**src/owm_pkg.sv**
```systemverilog
package owm_pkg;

  // Configuration register bank geometry.
  localparam int CFG_W     = 10;
  localparam int CFG_N     = 8;
  localparam int CFG_IDX_W = 3;

  // Configuration register indexes.
  localparam logic [CFG_IDX_W-1:0] CFG_SHORT_LOW      = 3'd0;
  localparam logic [CFG_IDX_W-1:0] CFG_ONE_RECOVERY   = 3'd1;
  localparam logic [CFG_IDX_W-1:0] CFG_LONG_LOW       = 3'd2;
  localparam logic [CFG_IDX_W-1:0] CFG_ZERO_RECOVERY  = 3'd3;
  localparam logic [CFG_IDX_W-1:0] CFG_SAMPLE_DELAY   = 3'd4;
  localparam logic [CFG_IDX_W-1:0] CFG_READ_RECOVERY  = 3'd5;
  localparam logic [CFG_IDX_W-1:0] CFG_RESET_LOW      = 3'd6;
  localparam logic [CFG_IDX_W-1:0] CFG_PRESENCE_DELAY = 3'd7;

  // Reset values of the configuration registers.
  localparam logic [CFG_W-1:0] RST_SHORT_LOW      = 10'd6;
  localparam logic [CFG_W-1:0] RST_ONE_RECOVERY   = 10'd64;
  localparam logic [CFG_W-1:0] RST_LONG_LOW       = 10'd60;
  localparam logic [CFG_W-1:0] RST_ZERO_RECOVERY  = 10'd10;
  localparam logic [CFG_W-1:0] RST_SAMPLE_DELAY   = 10'd9;
  localparam logic [CFG_W-1:0] RST_READ_RECOVERY  = 10'd55;
  localparam logic [CFG_W-1:0] RST_RESET_LOW      = 10'd480;
  localparam logic [CFG_W-1:0] RST_PRESENCE_DELAY = 10'd70;

  // Defaults of the top-level parameters.
  localparam int DEF_RESET_TAIL_TICKS = 410;
  localparam int DEF_PRE_RESET_TICKS  = 0;
  localparam int DEF_COUNT_BITS       = 10;

  // Request codes; a command code also serves as the command kind.
  localparam logic [1:0] REQ_TICK  = 2'd0;
  localparam logic [1:0] REQ_RESET = 2'd1;
  localparam logic [1:0] REQ_WRITE = 2'd2;
  localparam logic [1:0] REQ_READ  = 2'd3;

  // Sequencer phase codes.
  localparam logic [3:0] PH_IDLE  = 4'd0;
  localparam logic [3:0] PH_PRE   = 4'd1;
  localparam logic [3:0] PH_RLOW  = 4'd2;
  localparam logic [3:0] PH_RWAIT = 4'd3;
  localparam logic [3:0] PH_RSAMP = 4'd4;
  localparam logic [3:0] PH_RTAIL = 4'd5;
  localparam logic [3:0] PH_SLOW  = 4'd6;
  localparam logic [3:0] PH_SREC  = 4'd7;
  localparam logic [3:0] PH_DWAIT = 4'd8;
  localparam logic [3:0] PH_DSAMP = 4'd9;
  localparam logic [3:0] PH_DREC  = 4'd10;
  localparam logic [3:0] PH_END   = 4'd15;

  // Timing settings as seen by the sequencer.
  typedef struct packed {
    logic [CFG_W-1:0] short_low;
    logic [CFG_W-1:0] one_recovery;
    logic [CFG_W-1:0] long_low;
    logic [CFG_W-1:0] zero_recovery;
    logic [CFG_W-1:0] sample_delay;
    logic [CFG_W-1:0] read_recovery;
    logic [CFG_W-1:0] reset_low;
    logic [CFG_W-1:0] presence_delay;
  } owm_cfg_t;

endpackage

```
**src/owm_cfg.sv**
```systemverilog
module owm_cfg (
  input  logic                             clk,
  input  logic                             rst,
  input  logic                             cfg_valid,
  output logic                             cfg_ready,
  input  logic [owm_pkg::CFG_IDX_W-1:0]    cfg_index,
  input  logic [owm_pkg::CFG_W-1:0]        cfg_data,
  output owm_pkg::owm_cfg_t                cfg
);
  import owm_pkg::*;

  // Writes are taken in any cycle.
  assign cfg_ready = 1'b1;

  // Register bank, one beat writes one register.
  always_ff @(posedge clk) begin
    if (rst) begin
      cfg.short_low      <= RST_SHORT_LOW;
      cfg.one_recovery   <= RST_ONE_RECOVERY;
      cfg.long_low       <= RST_LONG_LOW;
      cfg.zero_recovery  <= RST_ZERO_RECOVERY;
      cfg.sample_delay   <= RST_SAMPLE_DELAY;
      cfg.read_recovery  <= RST_READ_RECOVERY;
      cfg.reset_low      <= RST_RESET_LOW;
      cfg.presence_delay <= RST_PRESENCE_DELAY;
    end else if (cfg_valid && cfg_ready) begin
      case (cfg_index)
        CFG_SHORT_LOW:      cfg.short_low      <= cfg_data;
        CFG_ONE_RECOVERY:   cfg.one_recovery   <= cfg_data;
        CFG_LONG_LOW:       cfg.long_low       <= cfg_data;
        CFG_ZERO_RECOVERY:  cfg.zero_recovery  <= cfg_data;
        CFG_SAMPLE_DELAY:   cfg.sample_delay   <= cfg_data;
        CFG_READ_RECOVERY:  cfg.read_recovery  <= cfg_data;
        CFG_RESET_LOW:      cfg.reset_low      <= cfg_data;
        CFG_PRESENCE_DELAY: cfg.presence_delay <= cfg_data;
        default: ;
      endcase
    end
  end

endmodule

```
**src/one_wire_bus_master.sv**
```systemverilog
// Channel | Direction | Handshake            | Beat contents
// in      | to block  | in_valid / in_stall  | req_type, data_byte, line_level
// out     | from block| out_valid / out_stall| drive_low, done_res, presence,
//         |           |                      | read_value, busy_reject
// cfg     | to block  | cfg_valid / cfg_ready| cfg_index, cfg_data
//
// One input beat per clock cycle while in_stall is low; each input beat gives exactly one output beat.
// An input beat passes through an input register, then one pass of the phase
// sequencer into the result register.
// Synchronous active-high reset clears the sequencer and the pipeline valids and
// loads the timing registers with reset values. A stalled output holds its beat,
// and in_stall rises in the same cycle once the input register also holds a beat.
module one_wire_bus_master #(
  parameter int RESET_TAIL_TICKS = owm_pkg::DEF_RESET_TAIL_TICKS,
  parameter int PRE_RESET_TICKS  = owm_pkg::DEF_PRE_RESET_TICKS,
  parameter int COUNT_BITS       = owm_pkg::DEF_COUNT_BITS
) (
  input  logic                          clk,
  input  logic                          rst,
  input  logic                          in_valid,
  output logic                          in_stall,
  input  logic [1:0]                    req_type,
  input  logic [7:0]                    data_byte,
  input  logic                          line_level,
  output logic                          out_valid,
  input  logic                          out_stall,
  output logic                          drive_low,
  output logic                          done_res,
  output logic                          presence,
  output logic [7:0]                    read_value,
  output logic                          busy_reject,
  input  logic                          cfg_valid,
  output logic                          cfg_ready,
  input  logic [owm_pkg::CFG_IDX_W-1:0] cfg_index,
  input  logic [owm_pkg::CFG_W-1:0]     cfg_data
);
  import owm_pkg::*;

  // Length compare width covers both the counter and the timing values.
  localparam int LW = (COUNT_BITS > CFG_W) ? COUNT_BITS : CFG_W;
  localparam logic [COUNT_BITS-1:0] CMAX = {COUNT_BITS{1'b1}};

  typedef struct packed {
    logic [3:0] phase;
    logic [2:0] bit_index;
  } owm_pos_t;

  owm_cfg_t cfg;

  // Input register.
  logic       item_valid;
  logic [1:0] item_req;
  logic [7:0] item_data;
  logic       item_line;

  // Sequencer state.
  logic [3:0]            phase, phase_next;
  logic [COUNT_BITS-1:0] tick_count, tick_count_next;
  logic [2:0]            bit_index, bit_index_next;
  logic [7:0]            shift_byte, shift_byte_next;
  logic [1:0]            command_kind, command_kind_next;
  logic                  presence_seen, presence_seen_next;

  // Result of the current pass.
  logic       res_drive, res_done, res_pres, res_rej;
  logic [7:0] res_rval;

  logic out_load;
  logic item_take;

  owm_cfg u_cfg (
    .clk       (clk),
    .rst       (rst),
    .cfg_valid (cfg_valid),
    .cfg_ready (cfg_ready),
    .cfg_index (cfg_index),
    .cfg_data  (cfg_data),
    .cfg       (cfg)
  );

  function automatic logic [LW-1:0] at_least_one(input logic [CFG_W-1:0] v);
    at_least_one = (v == '0) ? LW'(1) : LW'(v);
  endfunction

  // Length of a phase in ticks.
  function automatic logic [LW-1:0] phase_len(input logic [3:0] ph, input logic [1:0] kind,
                                              input logic bit_val, input owm_cfg_t c);
    logic [LW-1:0] len;
    case (ph)
      PH_PRE:   len = LW'(PRE_RESET_TICKS);
      PH_RLOW:  len = at_least_one(c.reset_low);
      PH_RWAIT: len = LW'(c.presence_delay);
      PH_RSAMP: len = LW'(1);
      PH_RTAIL: len = LW'(RESET_TAIL_TICKS);
      PH_SLOW:  len = (kind == REQ_WRITE && !bit_val) ? at_least_one(c.long_low)
                                                      : at_least_one(c.short_low);
      PH_SREC:  len = bit_val ? LW'(c.one_recovery) : LW'(c.zero_recovery);
      PH_DWAIT: len = LW'(c.sample_delay);
      PH_DSAMP: len = LW'(1);
      PH_DREC:  len = LW'(c.read_recovery);
      default:  len = LW'(1);
    endcase
    phase_len = len;
  endfunction

  // Phase order; the end of a slot moves on to the next bit.
  function automatic owm_pos_t next_pos(input owm_pos_t p, input logic [1:0] kind);
    owm_pos_t n;
    n = p;
    case (p.phase)
      PH_PRE:   n.phase = PH_RLOW;
      PH_RLOW:  n.phase = PH_RWAIT;
      PH_RWAIT: n.phase = PH_RSAMP;
      PH_RSAMP: n.phase = PH_RTAIL;
      PH_SLOW:  n.phase = (kind == REQ_WRITE) ? PH_SREC : PH_DWAIT;
      PH_DWAIT: n.phase = PH_DSAMP;
      PH_DSAMP: n.phase = PH_DREC;
      PH_SREC, PH_DREC: begin
        if (p.bit_index == 3'd7) begin
          n.phase = PH_END;
        end else begin
          n.phase     = PH_SLOW;
          n.bit_index = p.bit_index + 3'd1;
        end
      end
      default:  n.phase = PH_END;
    endcase
    next_pos = n;
  endfunction

  // Every phase that may be empty is followed by one that is never empty or by
  // the end, so a single skip step is enough.
  function automatic owm_pos_t skip_empty(input owm_pos_t p, input logic [1:0] kind,
                                          input logic [7:0] sbyte, input owm_cfg_t c);
    if (p.phase != PH_END && phase_len(p.phase, kind, sbyte[p.bit_index], c) == '0) begin
      skip_empty = next_pos(p, kind);
    end else begin
      skip_empty = p;
    end
  endfunction

  // Pipeline flow control.
  assign out_load  = !out_valid || !out_stall;
  assign item_take = item_valid && out_load;
  assign in_stall  = item_valid && !out_load;

  // One pass of the sequencer for the item in the input register.
  always_comb begin
    owm_pos_t              pos;
    logic [7:0]            sb_upd;
    logic [COUNT_BITS-1:0] tc_inc;
    logic [LW-1:0]         len;

    phase_next         = phase;
    tick_count_next    = tick_count;
    bit_index_next     = bit_index;
    shift_byte_next    = shift_byte;
    command_kind_next  = command_kind;
    presence_seen_next = presence_seen;
    res_drive = 1'b0;
    res_done  = 1'b0;
    res_pres  = 1'b0;
    res_rval  = '0;
    res_rej   = 1'b0;
    pos       = '{phase: phase, bit_index: bit_index};
    sb_upd    = shift_byte;
    tc_inc    = tick_count + 1'b1;
    len       = '0;

    if (item_take) begin
      if (item_req != REQ_TICK) begin
        if (phase != PH_IDLE) begin
          // Command while busy: rejected, state holds.
          res_rej   = 1'b1;
          res_drive = (phase == PH_RLOW) || (phase == PH_SLOW);
        end else begin
          // Command start.
          sb_upd             = (item_req == REQ_WRITE) ? item_data : 8'd0;
          pos.phase          = (item_req == REQ_RESET) ? PH_PRE : PH_SLOW;
          pos.bit_index      = 3'd0;
          pos                = skip_empty(pos, item_req, sb_upd, cfg);
          command_kind_next  = item_req;
          tick_count_next    = '0;
          presence_seen_next = 1'b0;
          shift_byte_next    = sb_upd;
          phase_next         = pos.phase;
          bit_index_next     = pos.bit_index;
        end
      end else if (phase != PH_IDLE) begin
        // Tick: sample, count, and move on at the end of a phase.
        res_drive = (phase == PH_RLOW) || (phase == PH_SLOW);
        len = phase_len(phase, command_kind, shift_byte[bit_index], cfg);
        if (phase == PH_RSAMP) begin
          presence_seen_next = !item_line;
        end
        if (phase == PH_DSAMP) begin
          sb_upd[bit_index] = shift_byte[bit_index] | item_line;
        end
        shift_byte_next = sb_upd;
        if (LW'(tc_inc) >= len || tc_inc == CMAX) begin
          tick_count_next = '0;
          pos = skip_empty(next_pos(pos, command_kind), command_kind, sb_upd, cfg);
        end else begin
          tick_count_next = tc_inc;
        end
        phase_next     = pos.phase;
        bit_index_next = pos.bit_index;
        if (pos.phase == PH_END) begin
          res_done        = 1'b1;
          res_pres        = (command_kind == REQ_RESET) ? presence_seen_next : 1'b0;
          res_rval        = (command_kind == REQ_READ) ? sb_upd : 8'd0;
          phase_next      = PH_IDLE;
          tick_count_next = '0;
          bit_index_next  = 3'd0;
        end
      end
    end
  end

  // Input register.
  always_ff @(posedge clk) begin
    if (rst) begin
      item_valid <= 1'b0;
    end else if (in_valid && !in_stall) begin
      item_valid <= 1'b1;
    end else if (item_take) begin
      item_valid <= 1'b0;
    end
  end

  always_ff @(posedge clk) begin
    if (in_valid && !in_stall) begin
      item_req  <= req_type;
      item_data <= data_byte;
      item_line <= line_level;
    end
  end

  // Sequencer state.
  always_ff @(posedge clk) begin
    if (rst) begin
      phase         <= PH_IDLE;
      tick_count    <= '0;
      bit_index     <= 3'd0;
      shift_byte    <= 8'd0;
      command_kind  <= REQ_TICK;
      presence_seen <= 1'b0;
    end else begin
      phase         <= phase_next;
      tick_count    <= tick_count_next;
      bit_index     <= bit_index_next;
      shift_byte    <= shift_byte_next;
      command_kind  <= command_kind_next;
      presence_seen <= presence_seen_next;
    end
  end

  // Result register.
  always_ff @(posedge clk) begin
    if (rst) begin
      out_valid <= 1'b0;
    end else if (item_take) begin
      out_valid <= 1'b1;
    end else if (!out_stall) begin
      out_valid <= 1'b0;
    end
  end

  always_ff @(posedge clk) begin
    if (item_take) begin
      drive_low   <= res_drive;
      done_res    <= res_done;
      presence    <= res_pres;
      read_value  <= res_rval;
      busy_reject <= res_rej;
    end
  end

`ifndef SYNTHESIS
  // A rejected command never finishes anything.
  a_reject_quiet: assert property (@(posedge clk) disable iff (rst)
    out_valid && busy_reject |-> !done_res && !presence && read_value == 8'd0)
    else $error("rejected beat carries completion data");

  // Presence is only reported with done.
  a_presence_done: assert property (@(posedge clk) disable iff (rst)
    out_valid && presence |-> done_res)
    else $error("presence reported off the done beat");

  // An idle sequencer has its counters cleared.
  a_idle_clear: assert property (@(posedge clk) disable iff (rst)
    phase == PH_IDLE |-> tick_count == '0 && bit_index == 3'd0)
    else $error("idle sequencer with live counters");

  // A completing pass always returns the sequencer to idle.
  a_done_idle: assert property (@(posedge clk) disable iff (rst)
    item_take && res_done |=> phase == PH_IDLE)
    else $error("sequencer not idle after done");
`endif

endmodule
```
**config.mk**
```make
export PLATFORM = sky130hd
export DESIGN_NAME = one_wire_bus_master
export DESIGN_NICKNAME = d
export VERILOG_FILES = /design/src/owm_pkg.sv /design/src/owm_cfg.sv /design/src/one_wire_bus_master.sv
export SDC_FILE = /design/constraint.sdc
export NUM_CORES = 1
export LEC_CHECK = 0
export ABC_AREA = 1
export ABC_CLOCK_PERIOD_IN_PS = 4700
export BUFFER_PORTS_ARGS = -buffer_cell sky130_fd_sc_hd__buf_2
export CORE_MARGIN = 5
export CORE_UTILIZATION = 40
export CTS_BUF_LIST = sky130_fd_sc_hd__clkbuf_4 sky130_fd_sc_hd__clkbuf_8
export CTS_CLUSTER_DIAMETER = 150
export DETAILED_ROUTE_END_ITERATION = 7
export GPL_ROUTABILITY_DRIVEN = 1
export PLACE_DENSITY_LB_ADDON = 0.2
export SYNTH_ARGS = -nofsm -noshare
export SYNTH_HDL_FRONTEND = slang
export SYNTH_SLANG_ARGS = --single-unit
```
**constraint.sdc**
```tcl
create_clock -name clk -period 4.7 [get_ports clk]
set_clock_uncertainty 0.1 [all_clocks]
set_input_delay 0.235 -clock clk [delete_from_list [all_inputs] [get_ports clk]]
set_output_delay 0.235 -clock clk [all_outputs]
set_load 0.02 [all_outputs]
```
Word-level counts from Yosys, hierarchy flattened --
Index checks and enable logic that the tools add are counted.
Word-level totals: register bits after elaboration 133, output and inout port bits 15
Operators by class: add/sub/neg operators 3, order comparisons 4, equal/unequal tests 51, muxes and demuxes 87, bitwise operators 5, reduce and logical (&&, ||, !) cells 47
Operators with widths (count):
- 10-bit two-way mux | 24
- 10-bit one-hot mux with 8 select lines | 3
- 4-bit one-hot mux with 8 select lines | 3
- 8-bit two-way mux | 8
- 10-bit zero test | 5
- 4-bit two-way mux | 12
- 7-bit two-way mux | 6
- 3-bit two-way mux | 13
- 4-bit by 3-bit == test with 1-bit output (second input constant) | 8
- 3-bit == test (second input constant) | 10
- 4-bit == test (second input constant) | 7
- 4-bit by 2-bit == test with 1-bit output (second input constant) | 4
- 2-bit AND reduction | 8
- 1-bit two-way mux | 14
- 3-bit by 2-bit == test with 1-bit output (second input constant) | 4
- 3-bit by 4-bit == test with 1-bit output (second input constant) | 3
- 10-bit by 1-bit adder with 10-bit output (second input constant) | 1
- 10-bit == test (second input constant) | 1
- 10-bit greater-or-equal comparator | 1
- 1-bit logical AND | 9
- 8-bit bitwise mux | 1
- 4-bit by 1-bit == test with 1-bit output (second input constant) | 2
- 1-bit zero test | 8
- 3-bit by 4-bit < comparator with 1-bit output (second input constant) | 2
- 22 further kinds | 40

Logic depth before layout (Yosys ltp) --
Gate-level depths: netlist of run 1.
depth in word-level cells 36, depth in mapped cells 31, depth with buffers taken out 29

Hierarchy --
From an unflattened synthesis of run 1, not the netlist that was laid out.
Second synthesis, totals: cells, all modules 1082, area total of the unflattened synthesis 7452.1 sq um
Modules (own cells, without submodules):
- one_wire_bus_master | times used 1, cells an instance 643, area an instance 4344.2 sq um
- owm_cfg | times used 1, cells an instance 439, area an instance 3108.0 sq um

Worst setup path after synthesis of run 1 --
Ideal clock, no wire load.
kind register -> register, start reg bit_index[0], end reg presence (data pin), library setup time 0.254 ns, arrival time 3.661 ns, path slack 0.684 ns, cell stages (with the launch flop) 28, buffers on the path 3, cell sequence dfxtp_1 buf_4 inv_4 nand2_1 nand3_1 nand2_1 nor2_4 clkinv_1 nor2_1 clkinv_1 nor2_1 o22ai_1 a2111oi_0 ha_1 a21oi_1 o21ai_0 nand2_1 o2111ai_1 a41oi_1 nand2_1 inv_1 nand2_1 nand2_1 nor2_1 nand2_2 buf_6 buf_6 nor3_2
On the way: word-level cells in the longest chain between the ends 29, elaborated cells between the ends (all ways) 73
Ends and longest elaborated chain:
- from (decl) | RTL line one_wire_bus_master.sv:59 | logic [2:0] bit_index, bit_index_next;
- from (signal assigned) | RTL line one_wire_bus_master.sv:251 | bit_index <= bit_index_next;
- 3-bit by 4-bit < comparator with 1-bit output (not written as such) / 3-bit by 1-bit greater-or-equal comparator with 1-bit output (equally long branches) | RTL line one_wire_bus_master.sv:197 | sb_upd[bit_index] = shift_byte[bit_index] | item_line;
- 1-bit logical AND (not written as such) | RTL line one_wire_bus_master.sv:197
- 1-bit two-way mux (not written as such) | RTL line one_wire_bus_master.sv:197
- 1-bit demux with 3-bit select | RTL line one_wire_bus_master.sv:197
- 8-bit bitwise mux | RTL line one_wire_bus_master.sv:197
- 8-bit two-way mux | RTL line one_wire_bus_master.sv:196 | if (phase == PH_DSAMP) begin
- 8-bit two-way mux | RTL line one_wire_bus_master.sv:189 | end else if (phase != PH_IDLE) begin
- 8-bit two-way mux | RTL line one_wire_bus_master.sv:171 | if (item_req != REQ_TICK) begin
- [... 13 more ...]
- 7-bit two-way mux | RTL line one_wire_bus_master.sv:135 | if (p.phase != PH_END && phase_len(p.phase, kind, sbyte[p.bit_index], c) == '0) begin
- 7-bit two-way mux * | RTL line one_wire_bus_master.sv:200 | if (LW'(tc_inc) >= len || tc_inc == CMAX) begin
- 7-bit two-way mux * | RTL line one_wire_bus_master.sv:189
- 7-bit two-way mux * | RTL line one_wire_bus_master.sv:171
- 7-bit two-way mux * | RTL line one_wire_bus_master.sv:170 | if (item_take) begin
- 4-bit == test * | RTL line one_wire_bus_master.sv:208 | if (pos.phase == PH_END) begin
- 1-bit NOT (no line) *
- 4-bit OR reduction (no line) *
- to (signal assigned) | RTL line one_wire_bus_master.sv:273 | presence <= res_pres;
- to (decl) | RTL line one_wire_bus_master.sv:29 | output logic presence,
Mark *: on every way between the ends. The rest lies on a longest branch, timed or not. The select of a mux whose other input is x is not followed. A chain may end at the register's enable or synchronous reset.

Final worst setup path of run 1 --
start reg bit_index[0], end reg read_value[6] (data pin)
On the way: word-level cells in the longest chain between the ends 29, elaborated cells between the ends (all ways) 73
Ends and longest elaborated chain:
- 3-bit by 4-bit < comparator with 1-bit output (not written as such) / 3-bit by 1-bit greater-or-equal comparator with 1-bit output (equally long branches) | RTL line one_wire_bus_master.sv:197
- 1-bit logical AND (not written as such) | RTL line one_wire_bus_master.sv:197
- 1-bit two-way mux (not written as such) | RTL line one_wire_bus_master.sv:197
- 1-bit demux with 3-bit select | RTL line one_wire_bus_master.sv:197
- 8-bit bitwise mux | RTL line one_wire_bus_master.sv:197
- 8-bit two-way mux | RTL line one_wire_bus_master.sv:196
- 8-bit two-way mux | RTL line one_wire_bus_master.sv:189
- 8-bit two-way mux | RTL line one_wire_bus_master.sv:171
- [... 13 more ...]
- 7-bit two-way mux | RTL line one_wire_bus_master.sv:135
- 7-bit two-way mux | RTL line one_wire_bus_master.sv:200
- 7-bit two-way mux | RTL line one_wire_bus_master.sv:189
- 7-bit two-way mux | RTL line one_wire_bus_master.sv:171
- 7-bit two-way mux | RTL line one_wire_bus_master.sv:170
- 4-bit == test | RTL line one_wire_bus_master.sv:208
- 1-bit NOT (no line)
- 4-bit OR reduction (no line)
- to (signal assigned) | RTL line one_wire_bus_master.sv:274 | read_value <= res_rval;
- to (decl) | RTL line one_wire_bus_master.sv:30 | output logic [7:0] read_value,
Several ways; a longest one is shown, not always the timed one. The select of a mux whose other input is x is not followed.

==> metrics.txt, run 1 <==
sw frac=0.351; fin. max-slew vios=0; placed wire-length estimate=~15000 µm; Tcrit/Tclk final=0.897; initial drt markers=roughly 550; pwr/cell area=365 nW/µm²; Mapped Nets=1051; P_sw=between 0.001 and 0.0015 W; Max FO, Critical Path=10; sequential area share after synthesis=0.403; critical path's top delay family=simple AND/OR/NAND/NOR gates; RSZ-0062 raised after global routing=no; Unique masters post-synth=51; Worst Setup End Kind=flop; layout cells sized above 1=0.122; max_slew headroom=0.333; DIE AREA=20700 µm²; initial core utilization=0.402; Hold Violations, Final=0; global-route wire length before repair=33500 µm; I/O pins=44; vias per std cell=~5.3; Syn Area/Cell=7.17 µm²; Post-synth ARST share=0; CP peak stage delay=around 470 ps; # diodes=0; flop-to-flop setup slack=480 ps; vias=6855; Tot GR Track Use=0.207; clk_lat worst skew=between 400 and 500 ps; Sink Count=~130; Combinational Power Share=0.275; Netlist Area Pre-Place=7180 µm²; terminus of the critical flop-to-flop path=read_value[6]$_SDFFCE_PP0P_; startpoint types=flop; final WL=20700 µm; die height=144 µm; CP Depth=27; drt pass-1 iters=5; P_leak=3.54 nW; worst-margin pin slew=roughly 1000 ps; global route overflow=0; Setup CP Type=flop to flop; largest net degree at the start of global routing=59; outcome=finished clean; Crit. Startpoint=bit_index[0]$_SDFFE_PP0P_; cell mode on critical path=nand2_1; total core area=between 15000 and 20000 µm²; die width=~140 µm; Mapped Cells=1002; Int Power=0.00191 W; FF-to-FF path depth=27; CP max stage cell=dfxtp_1; worst min-delay path class=input pin to flop; WL/cell=16.1 µm; Critical Path RT=4900 ps; Setup crit end=read_value[6]$_SDFFCE_PP0P_; maxcap violations=0; number of synthesized flops with an enable pin=23; commonest non-fill, non-tap cell in the layout=nand2_1; Reg power frac=0.428; WP buf/inv=5; RR Startpoint=bit_index[0]$_SDFFE_PP0P_; clk buf depth=2; Critical Path AT=4420 ps; Syn-to-layout area delta=12.2%; Max Freq=237 MHz; Root Driver=clkbuf_8; maximum vdd drop=0.171 mV; Clock transition at path regs=70 ps; crit path time final=4220 ps; placer's final routability congestion estimate=~0.94; drc violations=0; Site Rows=49; Final Util=0.452; initial antenna violation count=0; clock network fraction of design power=0.296; YS warnings=0; setup TNS=0 ps; Buffers on Ports=42; vias in the first global route=between 6000 and 7000; Synth Register Bits=roughly 130; TritonCTS Buffers=17; most frequent cells in the layout=nand2_1, nor2_1, inv_1; antenna-violating nets left=0; top_reg_cell synth=dfxtp_1; # setup viols final=0; depth of the CTS H-tree=4; CTS tree=done; nets=1094
[worst min-delay path by stage]
stage            startpoint  slack, ps                         end  cells after the start
2_1_floorplan           rst        210  shift_byte[0]$_SDFFE_PP0P_                      1
3_3_place_gp   data_byte[4]        310      item_data[4]$_DFFE_PP_                      1
3_5_place_dp   data_byte[2]        310      item_data[2]$_DFFE_PP_                      1
4_1_cts         cfg_data[1]         20   u_cfg.cfg[1]$_SDFFE_PP1P_                      3
5_1_grt         cfg_data[4]         50  u_cfg.cfg[74]$_SDFFE_PP0P_                      3
6_report        cfg_data[3]         60  u_cfg.cfg[43]$_SDFFE_PP1P_                      3
[logic make-up after synthesis]
logic type / after synthesis / synth area share
buf+inv: 175 / 0.0971
compound gates: 217 / 0.173
flops: 133 / 0.403
other cells: 1 / 0.000522
xor+xnor: 6 / 0.00732
simple gates: 450 / 0.285
fa+ha+maj: 20 / 0.0348
[worst register-to-register path: stages (launching register included)]
cell and delay, ps:
dfxtp_1 470, inv_4 110, nand2_1 80, nand3_1 60
nand2_1 110, nor2_4 50, clkinv_1 50, nor2_1 60
buf_4 170, o21ai_0 200, o22ai_1 130, a2111oi_1 340
ha_1 320, a21oi_1 150, o21ai_0 90, nand2_1 60
o2111ai_1 100, a41oi_1 180, nand2_1 180, inv_2 180
nand2_1 70, nand2_1 110, nand2_1 60, inv_1 60
nand2_2 110, nor2_2 140, nand3_2 200, nor2_1 160
[final cells by class]
cell class              instances  area (µm²)
multi-input cells             694        3610
clock inverters                 5        26.3
repair buffers                 67         430
inverters                     132         500
clock buffers                  25         313
fillers                      1838        9790
flip-flops and latches        133        2890
well taps                     229         287
[metal layers]
layer,share of wire,vias to the layer above,global-route usage
li1,-,3441,-
met1,0.49,3160,0.304
met2,0.43,220,0.300
met3,0.054,34,0.0394
met4,0.024,0,0.0798
met5,0,-,0
[state kept, by name (all words and copies together), names as in the netlist]
| signal | flops |
|---|---|
| u_cfg.cfg | 80 |
| phase | 4 |
| out_valid | 1 |
| bit_index | 3 |
| shift_byte | 8 |
| drive_low | 1 |
| item_line | 1 |
| busy_reject | 1 |
| read_value | 8 |
| command_kind | 2 |
| item_req | 2 |
| done_res | 1 |
| presence_seen | 1 |
| tick_count | 10 |
| presence | 1 |
| item_valid | 1 |
| item_data | 8 |
[cells in the mapped netlist, types with 6 or more instances]
master     count  area share
nand2_1      157       0.082
nor2_1       145       0.076
inv_1        121       0.063
dfxtp_1      110        0.31
o21ai_0       93       0.065
a21oi_1       67       0.047
nand3_1       66       0.046
clkbuf_1      29       0.015
edfxtp_1      23       0.096
ha_1          20       0.035
nand4_1       20       0.017
o22ai_1       17       0.015
nor3_1        16       0.011
nor4_1        16       0.014
a221oi_1       9       0.011
a2111oi_0      7      0.0085
o211ai_1       7      0.0073
nand2_2        6      0.0052
nor2_2         6      0.0052
[timing repair]
action                                  in CTS  in global routing
endpoints found under the setup margin       0                 27
resized for setup                            0                  8
hold endpoints to repair                    13                  0
buffers inserted                             0                  0
hold buffers                                13                  0
[power groups by stage]
stage          Clock [W]  Sequential, W  Combinational (W)
6_report        0.000870        0.00126           0.000809
3_3_place_gp           0        0.00128           0.000782
2_1_floorplan          0        0.00127           0.000627
4_1_cts         0.000895        0.00126           0.000801
3_5_place_dp           0        0.00128           0.000790
5_1_grt         0.000939        0.00126           0.000916
[per-stage QoR]
stage          hold slack, ps  setup WS (ps)  area [µm²]  total power [W]  std cells
2_1_floorplan             214            684        7180          0.00190       1002
3_3_place_gp              311            371        7570          0.00207       1242
3_5_place_dp              314            240        7570          0.00207       1242
4_1_cts                  18.3            210        8040          0.00295       1285
5_1_grt                  45.3           37.0        8060          0.00312       1285
6_report                 57.7            484        8060          0.00294       1285
Note: power is estimated with default switching activity, not from simulation.
==> run 2, diff against run 1 <==
--- a/config.mk
+++ b/config.mk
@@ -9,8 +9,8 @@
 export ABC_CLOCK_PERIOD_IN_PS = 4700
 export BUFFER_PORTS_ARGS = -buffer_cell sky130_fd_sc_hd__buf_2
 export CORE_MARGIN = 5
-export CORE_UTILIZATION = 40
-export CTS_BUF_LIST = sky130_fd_sc_hd__clkbuf_4 sky130_fd_sc_hd__clkbuf_8
+export CORE_UTILIZATION = 36
+export CTS_BUF_LIST = sky130_fd_sc_hd__clkbuf_8
 export CTS_CLUSTER_DIAMETER = 150
 export DETAILED_ROUTE_END_ITERATION = 7
 export GPL_ROUTABILITY_DRIVEN = 1
==> metrics.txt, run 2 (synthesis results as in run 1) <==
Max FO, Critical Path=10; cell mode on critical path=nand2_1; I/O pins=44; Tcrit/Tclk final=0.899; Post-Layout Cell Count=1322; Critical Path RT=4910 ps; CTS tree=done; crit path time final=4230 ps; Worst Setup End Kind=flop; die height=151 µm; vias per std cell=5.09; maximum vdd drop=0.165 mV; largest net degree at the start of global routing=54; commonest non-fill, non-tap cell in the layout=nand2_1; Crit. Startpoint=bit_index[0]$_SDFFE_PP0P_; Root Driver=clkbuf_8; most frequent cells in the layout=nand2_1, nor2_1, inv_1; Hold Violations, Final=0; Setup CP Type=flop to flop; Reg with most FFs=u_cfg.cfg; startpoint types=flop; clk buf depth=2; nets=1095; worst-margin pin slew=approximately 1000 ps; worst min-delay path class=input pin to flop; outcome=finished clean; placed wire-length estimate=~15000 µm; Critical Path AT=~4400 ps; worst hold start=cfg_data[5]; Tot GR Track Use=0.187; CP peak stage delay=480 ps; layout cells sized above 1=0.119; vias in the first global route=6241; clk_lat worst skew=about 460 ps; fin worst setup slack=473 ps; drt pass-1 iters=6; worst slack at placement=roughly 190 ps; Clock transition at path regs=80 ps; setup TNS=0 ps; total core area=19500 µm²; TritonCTS Buffers=17; RR Startpoint=bit_index[0]$_SDFFE_PP0P_; max reg flops=80; global-route wire length before repair=33400 µm; initial core utilization=0.368; fin. max-slew vios=0; CP max stage cell=dfxtp_1; DIE AREA=22900 µm²; Max Freq=237 MHz; die width=between 150 and 200 µm; final WL=a little over 20000 µm; drc violations=0; Buffers on Ports=42; P_leak=3.58 nW; initial drt markers=468; Syn-to-layout area delta=13.7%; Final Util=0.418; WL/cell=15.6 µm; initial antenna violation count=0; antenna-violating nets left=0; Site Rows=51; Sink Count=133; Top Registers=u_cfg.cfg x80, tick_count x10; # diodes=0; # setup viols final=0; placer's final routability congestion estimate=0.933; RSZ-0062 raised after global routing=no; pwr/cell area=around 380 nW/µm²; maxcap violations=0; global route overflow=0; vias=6727; depth of the CTS H-tree=4; max_slew headroom=0.326; Inst Count DP=between 1000 and 1500
[run 2: path summary, 6_finish.rpt]
path	endpoint	slack [ps]	cells past startpoint
worst max register to register	read_value[7]$_SDFFCE_PP0P_	470	27
worst max-delay path	read_value[7]$_SDFFCE_PP0P_	470	27
worst min register to register	u_cfg.cfg[3]$_SDFFE_PP0P_	370	2
worst min-delay path	u_cfg.cfg[15]$_SDFFE_PP1P_	50	3
[run 2: layout make-up]
type                            instances  area (µm²)
Clock buffer                           19         262
Clock inverter                         11         138
Timing Repair Buffer                   68         438
Multi-Input combinational cell        694        3610
Sequential cell                       133        2890
Tap cell                              265         332
Fill cell                            2059       11400
Inverter                              132         500
[run 2: timing repair]
item	4_1_cts	5_1_grt
endpoints found under the setup margin	0	27
hold endpoints to repair	13	0
hold buffers	13	0
gates resized for setup	0	8
setup buffers	0	0
[run 2: through the flow]
step,power (W),hold slack (ps),cell area (µm²)
finish,0.00307,49.2,8170
global route,0.00325,32.9,8170
CTS,0.00308,42.2,8150
detailed placement,0.00207,313,7620
global placement,0.00207,311,7620
floorplan,0.00190,214,7180
[run 2: metal layers]
layer  global-route usage  up-vias  part of all wire
met3               0.0362       29             0.051
li1                     -     3447                 -
met2                0.283      164              0.44
met4               0.0521        0             0.017
met1                0.270     3087              0.49
met5                    0        -                 0
[run 2: report_power, final]
| group | leakage, nW | internal (W) | switching, W | total, W |
|---|---|---|---|---|
| Sequential | 1.12 | 0.00122 | 0.0000422 | 0.00126 |
| Combinational | 2.24 | 0.000264 | 0.000541 | 0.000805 |
| Clock | 0.217 | 0.000542 | 0.000465 | 0.00101 |
[run 2: critical path: cells and delay by family, from the launching register on]
family	cells	cell delay (ps)
fa+ha+maj	1	320
simple gates	14	1370
compound gates	7	1240
flops	1	480
buf+inv	5	550
==> run 3, diff against run 2 <==
--- a/config.mk
+++ b/config.mk
@@ -6,7 +6,7 @@
 export NUM_CORES = 1
 export LEC_CHECK = 0
 export ABC_AREA = 1
-export ABC_CLOCK_PERIOD_IN_PS = 4700
+export ABC_CLOCK_PERIOD_IN_PS = 5100
 export BUFFER_PORTS_ARGS = -buffer_cell sky130_fd_sc_hd__buf_2
 export CORE_MARGIN = 5
 export CORE_UTILIZATION = 36
==> constraint.sdc (replaced) <==
create_clock -name clk -period 5.1 [get_ports clk]
set_clock_uncertainty 0.1 [all_clocks]
set_input_delay 0.255 -clock clk [delete_from_list [all_inputs] [get_ports clk]]
set_output_delay 0.255 -clock clk [all_outputs]
set_load 0.02 [all_outputs]
==> metrics.txt, run 3 (synthesis results as in run 1) <==
Tot GR Track Use=0.190; DIE AREA=about 23000 µm²; startpoint types=flop; initial antenna violation count=0; Syn-to-layout area delta=13.3%; FF-to-FF path depth=28; P_leak=3.56 nW; # diodes=0; layout cells sized above 1=0.117; initial core utilization=0.368; RR Startpoint=bit_index[0]$_SDFFE_PP0P_; antenna-violating nets left=0; max_slew headroom=0.325; worst-margin pin slew=1010 ps; die height=151 µm; commonest non-fill, non-tap cell in the layout=nand2_1; Site Rows=51; fillcell total=2076; largest net degree at the start of global routing=46; die width=151 µm; Clock transition at path regs=80 ps; drt pass-1 iters=7; placer's final routability congestion estimate=between 0.8 and 0.9; TritonCTS Buffers=17; fin. max-slew vios=0; depth of the CTS H-tree=4; area of the multi-input gates=3590 µm²; nets=1092; Hold Path Stages=3; # setup viols final=0; most frequent cells in the layout=nand2_1, nor2_1, inv_1; worst hold start=cfg_data[5]; Reg with most FFs=u_cfg.cfg; vias per std cell=between 5 and 6; hold worst-path end=u_cfg.cfg[15]$_SDFFE_PP1P_; global route overflow=0; worst min-delay path class=input pin to flop; max reg flops=80; maximum vdd drop=0.182 mV; Top Registers=u_cfg.cfg x80, tick_count x10; wire length on met1=10300 µm; maxcap violations=0; terminus of the critical flop-to-flop path=phase[1]$_SDFFE_PP0P_; global-route wire length before repair=~34000 µm; Max FO, Critical Path=14; register area=around 2900 µm²; crit path time final=4520 ps; initial drt markers=about 570; drc violations=0; CTS tree=done; flop-to-flop setup slack=580 ps; final WL=between 20000 and 25000 µm; Met3 Routed Length=1030 µm; vias in the first global route=around 6300; Sink Count=133; met2 routed wirelength=9360 µm; Setup CP Type=flop to flop; CP max stage cell=dfxtp_2; outcome=finished clean; clk buf depth=2; Buffers on Ports=42; I/O pins=44; Tcrit/Tclk final=0.887; Critical Path AT=roughly 4800 ps; total power=~0.0028 W; RSZ-0062 raised after global routing=no; clk_lat worst skew=460 ps; placed wire-length estimate=15200 µm; worst hold margin=73.4 ps; CP peak stage delay=500 ps; total core area=19500 µm²; Max Freq=around 220 MHz; vias=approximately 6800; Critical Path RT=roughly 5400 ps; Worst Setup End Kind=flop; WL/cell=15.9 µm; Hold Violations, Final=0; setup TNS=0 ps; max layer used=met4; Root Driver=clkbuf_8; cell mode on critical path=nand2_1; pwr/cell area=about 350 nW/µm²
## run 3: cell types whose count changed in the layout (fill, tap and decap cells not counted), sizes merged
cell | before | now
clkinv | 6 | 8
inv | 134 | 133
buf | 55 | 52
clkinvlp | 0 | 1
## run 3: through the flow
| stage | area [µm²] | setup WS (ps) | std cells | utilization |
|---|---|---|---|---|
| after detailed placement | 7600 | 285 | 1276 | 0.389 |
| after floorplan | 7180 | 1080 | 1002 | - |
| after CTS | 8130 | 233 | 1321 | 0.417 |
| after global placement | 7600 | 395 | 1276 | 0.389 |
| final | 8140 | 578 | 1321 | 0.417 |
| after global routing | 8140 | 118 | 1321 | 0.417 |
## run 3: report_power, final
group | internal [W] | switching [W]
Combinational | 0.000237 | 0.000503
Sequential | 0.00112 | 0.0000413
Clock | 0.000499 | 0.000425
Total | 0.00186 | 0.000970
## run 3: final cells by class
type	count	share of cell area
multi-input cells	694	0.441
well taps	265	0.0408
repair buffers	65	0.0511
clock inverters	13	0.0174
flip-flops and latches	133	0.356
clock buffers	19	0.0321
inverters	132	0.0615
## run 3: how the worst max path moves through the flow
stage | cells after the start | to | start | slack (ps)
3_3_place_gp | 26 | read_value[1]$_SDFFCE_PP0P_ | bit_index[0]$_SDFFE_PP0P_ | 400
6_report | 28 | phase[1]$_SDFFE_PP0P_ | bit_index[0]$_SDFFE_PP0P_ | 580
4_1_cts | 27 | phase[1]$_SDFFE_PP0P_ | bit_index[0]$_SDFFE_PP0P_ | 230
3_5_place_dp | 26 | read_value[7]$_SDFFCE_PP0P_ | bit_index[0]$_SDFFE_PP0P_ | 290
2_1_floorplan | 27 | presence$_SDFFCE_PP0P_ | bit_index[0]$_SDFFE_PP0P_ | 1080
5_1_grt | 28 | phase[1]$_SDFFE_PP0P_ | bit_index[1]$_SDFFE_PP0P_ | 120
## run 3: timing repair
action,in CTS,in global routing
hold buffers,13,0
setup buffers,0,0
gates resized for setup,0,3
endpoints found under the hold margin,13,0
endpoints found under the setup margin,0,25
## run 3: critical path, delay by kind of cell (launching register included)
family                     cells  cell delay (ps)
AOI/OAI and AO/OA              8             1380
and+or+nand+nor               14             1270
buffers and inverters          5              840
DFF                            1              500
adders and majority gates      1              340
## run 3: layer usage
layer	vias to the layer above	GRT usage
met1	3118	0.274
li1	3443	-
met4	0	0.0589
met2	171	0.287
met3	28	0.0353
met5	-	0
